`src/rtl/core/fcfs_pkg.sv`:
```
// ----------------------------------------------------------------------------
// fcfs_pkg
// Shared sizes, codes and controller/datapath interface types for the
// chained-block file store.
// ----------------------------------------------------------------------------
package fcfs_pkg;

    localparam int BLOCK_COUNT     = 1024;
    localparam int BYTES_PER_BLOCK = 32;
    localparam int DIR_SLOTS       = 128;

    localparam int KEY_W   = 64;
    localparam int BYTE_W  = 8;
    localparam int OFF_W   = 15;
    localparam int SIZE_W  = 16;
    localparam int STAT_W  = 3;
    localparam int BLK_W   = $clog2(BLOCK_COUNT);
    localparam int LINK_W  = BLK_W + 1;
    localparam int CNT_W   = BLK_W + 1;
    localparam int SLOT_W  = $clog2(DIR_SLOTS);
    localparam int POS_W   = $clog2(BYTES_PER_BLOCK);
    localparam int BADDR_W = BLK_W + POS_W;
    localparam int STORE_DEPTH = BLOCK_COUNT * BYTES_PER_BLOCK;

    localparam logic [LINK_W-1:0] END_MARK = {LINK_W{1'b1}};
    localparam logic [SIZE_W-1:0] SIZE_MAX = {SIZE_W{1'b1}};

    typedef enum logic [1:0] {
        CMD_CREATE = 2'd0,
        CMD_APPEND = 2'd1,
        CMD_READ   = 2'd2,
        CMD_DELETE = 2'd3
    } t_cmd;

    typedef enum logic [STAT_W-1:0] {
        ST_OK       = 3'd0,
        ST_BADNAME  = 3'd1,
        ST_FULL     = 3'd2,
        ST_NOTFOUND = 3'd3,
        ST_RANGE    = 3'd4
    } t_status;

    typedef struct packed {
        logic [KEY_W-1:0]  name;
        logic [BLK_W-1:0]  first;
        logic [SIZE_W-1:0] size;
    } t_dir_ent;

    typedef enum logic [4:0] {
        S_CLEAR, S_IDLE, S_DISPATCH, S_DSCAN, S_DECIDE, S_FSCAN, S_FCHK,
        S_MARK, S_WALK, S_WWAIT, S_AFTER_WALK, S_BWRITE, S_BREAD,
        S_DEL, S_DWAIT, S_DIRCLR, S_DONE
    } t_state;

    // Controller to datapath
    typedef struct packed {
        logic    load;
        logic    clr;
        logic    dscan_start;
        logic    dscan_step;
        logic    fscan_start;
        logic    fscan_step;
        logic    walk_init_app;
        logic    walk_init_rd;
        logic    walk_take;
        logic    del_init;
        logic    del_take;
        logic    link_last;
        logic    mark_j;
        logic    dir_create;
        logic    dir_append;
        logic    dir_clear;
        logic    byte_write;
        logic    byte_take;
        logic    set_st;
        t_status st;
        logic    size_cur;
        logic    size_inc;
        logic    out_load;
    } t_dp_cmd;

    // Datapath to controller
    typedef struct packed {
        t_cmd cmd;
        logic sweep_done;
        logic dscan_done;
        logic fscan_done;
        logic found;
        logic eok;
        logic fok;
        logic key_zero;
        logic size_max;
        logic need_blk;
        logic off_range;
        logic walk_more;
        logic walk_stop;
        logic del_more;
        logic del_end;
        logic out_free;
    } t_dp_stat;

endpackage

```
`src/rtl/core/fcfs_ctrl.sv`:
```
// ----------------------------------------------------------------------------
// fcfs_ctrl
// Controller: sequences the clearing sweep and each request through
// directory scan, free-block scan, chain walk and memory updates.
// ----------------------------------------------------------------------------
module fcfs_ctrl import fcfs_pkg::*; (
    input  logic     i_clk,
    input  logic     i_rst_n,
    input  logic     i_valid,
    output logic     o_ready,
    input  t_dp_stat i_stat,
    output t_dp_cmd  o_cmd
);

    t_state r_state, n_state;

    // Hold state
    always_ff @(posedge i_clk) begin
        if (!i_rst_n) begin
            r_state <= S_CLEAR;
        end else begin
            r_state <= n_state;
        end
    end

    // Next state and datapath commands
    always_comb begin
        n_state = r_state;
        o_cmd   = '0;
        o_cmd.st = ST_OK;
        o_ready = 1'b0;
        unique case (r_state)
            S_CLEAR: begin
                o_cmd.clr = 1'b1;
                if (i_stat.sweep_done) n_state = S_IDLE;
            end
            S_IDLE: begin
                o_ready = 1'b1;
                if (i_valid) begin
                    o_cmd.load = 1'b1;
                    n_state    = S_DISPATCH;
                end
            end
            S_DISPATCH: begin
                if (i_stat.key_zero) begin
                    o_cmd.set_st = 1'b1;
                    o_cmd.st     = ST_BADNAME;
                    n_state      = S_DONE;
                end else begin
                    o_cmd.dscan_start = 1'b1;
                    n_state           = S_DSCAN;
                end
            end
            S_DSCAN: begin
                o_cmd.dscan_step = 1'b1;
                if (i_stat.dscan_done) n_state = S_DECIDE;
            end
            S_DECIDE: begin
                n_state = S_DONE;
                if (i_stat.cmd == CMD_CREATE) begin
                    if (i_stat.found) begin
                        o_cmd.set_st   = 1'b1;
                        o_cmd.st       = ST_BADNAME;
                        o_cmd.size_cur = 1'b1;
                    end else if (!i_stat.eok) begin
                        o_cmd.set_st = 1'b1;
                        o_cmd.st     = ST_FULL;
                    end else begin
                        o_cmd.fscan_start = 1'b1;
                        n_state           = S_FSCAN;
                    end
                end else if (!i_stat.found) begin
                    o_cmd.set_st = 1'b1;
                    o_cmd.st     = ST_NOTFOUND;
                end else begin
                    unique case (i_stat.cmd)
                        CMD_APPEND: begin
                            if (i_stat.size_max) begin
                                o_cmd.set_st   = 1'b1;
                                o_cmd.st       = ST_FULL;
                                o_cmd.size_cur = 1'b1;
                            end else begin
                                o_cmd.walk_init_app = 1'b1;
                                n_state             = S_WALK;
                            end
                        end
                        CMD_READ: begin
                            if (i_stat.off_range) begin
                                o_cmd.set_st   = 1'b1;
                                o_cmd.st       = ST_RANGE;
                                o_cmd.size_cur = 1'b1;
                            end else begin
                                o_cmd.walk_init_rd = 1'b1;
                                n_state            = S_WALK;
                            end
                        end
                        CMD_DELETE: begin
                            o_cmd.del_init = 1'b1;
                            n_state        = S_DEL;
                        end
                        default: begin
                            n_state = S_DONE;
                        end
                    endcase
                end
            end
            S_FSCAN: begin
                o_cmd.fscan_step = 1'b1;
                if (i_stat.fscan_done) n_state = S_FCHK;
            end
            S_FCHK: begin
                n_state = S_DONE;
                if (!i_stat.fok) begin
                    o_cmd.set_st   = 1'b1;
                    o_cmd.st       = ST_FULL;
                    o_cmd.size_cur = (i_stat.cmd == CMD_APPEND);
                end else if (i_stat.cmd == CMD_CREATE) begin
                    o_cmd.mark_j     = 1'b1;
                    o_cmd.dir_create = 1'b1;
                end else begin
                    o_cmd.link_last = 1'b1;
                    n_state         = S_MARK;
                end
            end
            S_MARK: begin
                o_cmd.mark_j = 1'b1;
                n_state      = S_BWRITE;
            end
            S_WALK: begin
                if (i_stat.walk_more) n_state = S_WWAIT;
                else                  n_state = S_AFTER_WALK;
            end
            S_WWAIT: begin
                o_cmd.walk_take = 1'b1;
                if (i_stat.walk_stop) n_state = S_AFTER_WALK;
                else                  n_state = S_WALK;
            end
            S_AFTER_WALK: begin
                if (i_stat.cmd == CMD_READ) begin
                    n_state = S_BREAD;
                end else if (i_stat.need_blk) begin
                    o_cmd.fscan_start = 1'b1;
                    n_state           = S_FSCAN;
                end else begin
                    n_state = S_BWRITE;
                end
            end
            S_BWRITE: begin
                o_cmd.byte_write = 1'b1;
                o_cmd.dir_append = 1'b1;
                o_cmd.size_inc   = 1'b1;
                n_state          = S_DONE;
            end
            S_BREAD: begin
                o_cmd.byte_take = 1'b1;
                o_cmd.size_cur  = 1'b1;
                n_state         = S_DONE;
            end
            S_DEL: begin
                if (i_stat.del_more) n_state = S_DWAIT;
                else                 n_state = S_DIRCLR;
            end
            S_DWAIT: begin
                o_cmd.del_take = 1'b1;
                if (i_stat.del_end) n_state = S_DIRCLR;
                else                n_state = S_DEL;
            end
            S_DIRCLR: begin
                o_cmd.dir_clear = 1'b1;
                n_state         = S_DONE;
            end
            S_DONE: begin
                if (i_stat.out_free) begin
                    o_cmd.out_load = 1'b1;
                    n_state        = S_IDLE;
                end
            end
            default: begin
                n_state = S_IDLE;
            end
        endcase
    end

endmodule

```
`config.mk`:
```
export PLATFORM = sky130hd
export DESIGN_NAME = fcfs_ctrl
export DESIGN_NICKNAME = d
export VERILOG_FILES = /design/src/rtl/core/fcfs_pkg.sv /design/src/rtl/core/fcfs_ctrl.sv
export SDC_FILE = /design/constraint.sdc
export NUM_CORES = 1
export LEC_CHECK = 0
export BUFFER_PORTS_ARGS = -buffer_cell sky130_fd_sc_hd__buf_2
export CORE_AREA = 2 2 52 66
export DETAILED_ROUTE_END_ITERATION = 8
export DIE_AREA = 0 0 54 68
export HOLD_SLACK_MARGIN = 0.15
export PLACE_DENSITY = 0.6
export SLEW_MARGIN = 40
export SYNTH_ARGS = -nofsm -noshare
export SYNTH_HDL_FRONTEND = slang
export SYNTH_SLANG_ARGS = --single-unit
```
`constraint.sdc`:
```
create_clock -name i_clk -period 2.15 [get_ports i_clk]
set_input_delay 0.43 -clock i_clk [delete_from_list [all_inputs] [get_ports i_clk]]
set_output_delay 0.43 -clock i_clk [all_outputs]
set_load 0.02 [all_outputs]
```
==> summary.md <==
| Metric | Value |
|---|---|
| Drt drc | 0 |
| Combinational family with the most area after synthesis | simple AND/OR/NAND/NOR gates |
| Die ar. | 3670 um2 |
| Power per cell area | 338 nW/um2 |
| Critical path type | in2out |
| Largest regs | r_state x5 |
| Fin area | 1480 um2 |
| Initial Util | 0.334 |
| Site Rows | 23 |
| H-tree levels | 1 |
| Cell internal pwr | 0.320 mW |
| Synth Area per Inst | 7.11 um2 |
| Synthesized area | 1040 um2 |
| Synth Instances | 146 |
| Synth Area in Compound Gates | 0.266 |
| Synth Flop Type | dfxtp_1 |
| Total grt overflow | 0 |
| Simple-Gate Fraction of Synth Area | 0.442 |
| Worst setup EP type | output pin |
| Syn_nets | 171 |
| DR iter-0 viols | 26 |
| Asr flop ratio synth | 0 |
| IO Port Bufs | 45 |
| Worst-Skew Late Latency | 220 ps |
| Initial DRT Pass Iterations | 4 |
| Mux share of post-synthesis cell area | 0.0193 |
| Endpoints failing setup | 0 |
| Final setup margin | 50.3 ps |
| Clock root cell | clkbuf_8 |
| Flip-flop count of the largest register after layout | 5 |
| Largest Register | r_state |
| CP Max Fanout | 5 |
| Worst hold path startpoint | i_rst_n |
| GRT Overall Usage | 0.196 |
| Core ar. | 3110 um2 |
| Final Hold Viols | 0 |
| Critical path launch point | i_stat[16] |
| Worst Hold Class | in2reg |
| Combinational share of power | 0.447 |
| Final HPWL DP | 2.76 mm |
| XOR/XNOR Fraction of Synth Area | 0 |
| Number of global-route vias before repair | 1,183 |
| Die height | 68 um |
| Setup_tns | 0 ps |
| Yosys reg bits | 5 |
| Reg2reg start | r_state[0] |
| Crit path time final | 2100 ps |
| Sequential-to-total area share from yosys stat | 0.0964 |
| Net Sw Power | 0.180 mW |
| Placed cell areas | 1340 um2 |
| Sw Ratio | 0.360 |
| Max cap viols | 0 |
| Max IR drop VDD | 0.254 mV |
| Fin crit share | 0.977 |
| Syn. warnings | 0 |
| Data required time of the critical path | 1720 ps |
| Clk buf depth | 2 |
| Outcome | completed |
| Slew @ Worst Pin | 396 ps |
| Number of synthesized flops with an enable pin | 0 |
| Antenna diodes | 0 |
| Max Fclk | 0.476 GHz |
| Num CTS Buffers | 3 |
| Post-synthesis adder-cell area fraction | 0.0602 |
| Library cells used by synthesis | 54 |
| CTS tree | yes |
| Pre-CTS setup slack | 17.3 ps |
| Via count | 1,263 |
| CP Launch Type | input pin |
| Initial antenna violation count | 0 |
| Vias per cell | 5.37 |
| Clock skew | 0.108 ps |
| Slew headroom | 0.733 |
| Ratio of cells with drive above 1 in the final layout | 0.424 |
| Routability cong. | 0.816 |
| Reg clk slew, reported paths | 40 ps |
| WL per Instance | 15.1 um |
| First-pass GRT wire length | 5.29 mm |
| Boundary Pins | 46 |
| Static Leakage | 0.649 nW |
| Clk pwr share | 0.351 |
| Nets@finish | 224 |
| Seq pwr share | 0.202 |
| DRT antenna net count | 0 |
| Largest net degree at the start of global routing | 20 |
| Die X | 54 um |
| RSZ-0062 raised after global routing | yes |
| Clk sinks | 5 |
| Total wire length | 3.54 mm |
| Worst endpoint data arrival time | 1670 ps |
| Slew Viols, Final | 0 |
| Hold Worst Slack | 503 ps |
| Area Growth Syn to Fin | 42.5% |
-- kinds of logic after synthesis --
kind of cell | Yosys count
and+or+nand+nor | 74
DFF | 5
muxes | 2
buffers and inverters | 23
adders and majority gates | 5
AOI/OAI and AO/OA | 37
-- per-layer routing --
layer  wire length [um]  GRT usage  share of wire  vias to the layer above
li1                   -          -              -                      643
met1               1410      0.221           0.40                      568
met2               1900      0.377           0.54                       44
met3                169     0.0175          0.048                        8
met4                 65     0.0625          0.018                        0
met5                  0          0              0                        -
-- layout by cell type, fill, tap and decap left out, types with 4 or more instances in the layout --
cell / synthesis / layout
a21oi_1: 6 / 6
buf_2: 6 / 41
buf_4: 3 / 21
dfxtp_1: 5 / 4
inv_1: 9 / 8
nand2_1: 7 / 7
nand2b_1: 8 / 8
nor2_1: 17 / 17
nor2b_1: 4 / 4
nor3_1: 7 / 6
nor4_1: 4 / 4
o21ai_0: 4 / 4
-- cell usage after synthesis (4+ instances only) --
master	n	area [um2]
nor2_1	17	63.8
inv_1	9	33.8
nand2b_1	8	50.1
nand2_1	7	26.3
nor3_1	7	35.0
a21oi_1	6	30.0
buf_2	6	30.0
dfxtp_1	5	100
ha_1	5	62.6
nor2b_1	4	25.0
nor4_1	4	25.0
o21ai_0	4	20.0
-- path summary, 6_finish.rpt --
kind / slack [ps] / end / cells past startpoint
setup / recovery: 50 / o_cmd[6] / 7
hold / removal: 500 / r_state[3] / 2
setup reg to reg: 380 / r_state[2] / 6
hold reg to reg: 750 / r_state[3] / 3
-- worst max-delay path: stages --
cell and delay, ps:
buf_2 90, inv_1 80, ha_4 180, and3b_1 190, or3_4 410, o32ai_4 130, buf_4 180
-- power by group through the flow --
stage | Combinational [mW] | Sequential, mW | Clock, mW
4_1_cts | 0.210 | 0.101 | 0.180
3_3_place_gp | 0.191 | 0.102 | 0
5_1_grt | 0.243 | 0.101 | 0.184
6_report | 0.224 | 0.101 | 0.176
3_5_place_dp | 0.194 | 0.102 | 0
2_1_floorplan | 0.138 | 0.100 | 0
-- what timing repair did --
action | in CTS | in global routing
resized for setup | 2 | 13
pin swaps | 1 | 2
hold buffers | 0 | 0
buffers inserted | 3 | 0
setup endpoints to repair | 2 | 9
-- through the flow --
step / utilization / total power [mW] / instances
after floorplan: - / 0.238 / 146
after global placement: 0.431 / 0.293 / 228
after detailed placement: 0.431 / 0.296 / 228
after CTS: 0.456 / 0.491 / 235
after global routing: 0.476 / 0.528 / 235
final: 0.476 / 0.501 / 235
-- cell type report --
type	instances	area, um2
clock buffers	4	45.0
fillers	335	1630
inverters	9	33.8
multi-input cells	118	891
flip-flops and latches	5	101
well taps	37	46.3
repair buffers	62	363
(Power assumes the default switching activity.)
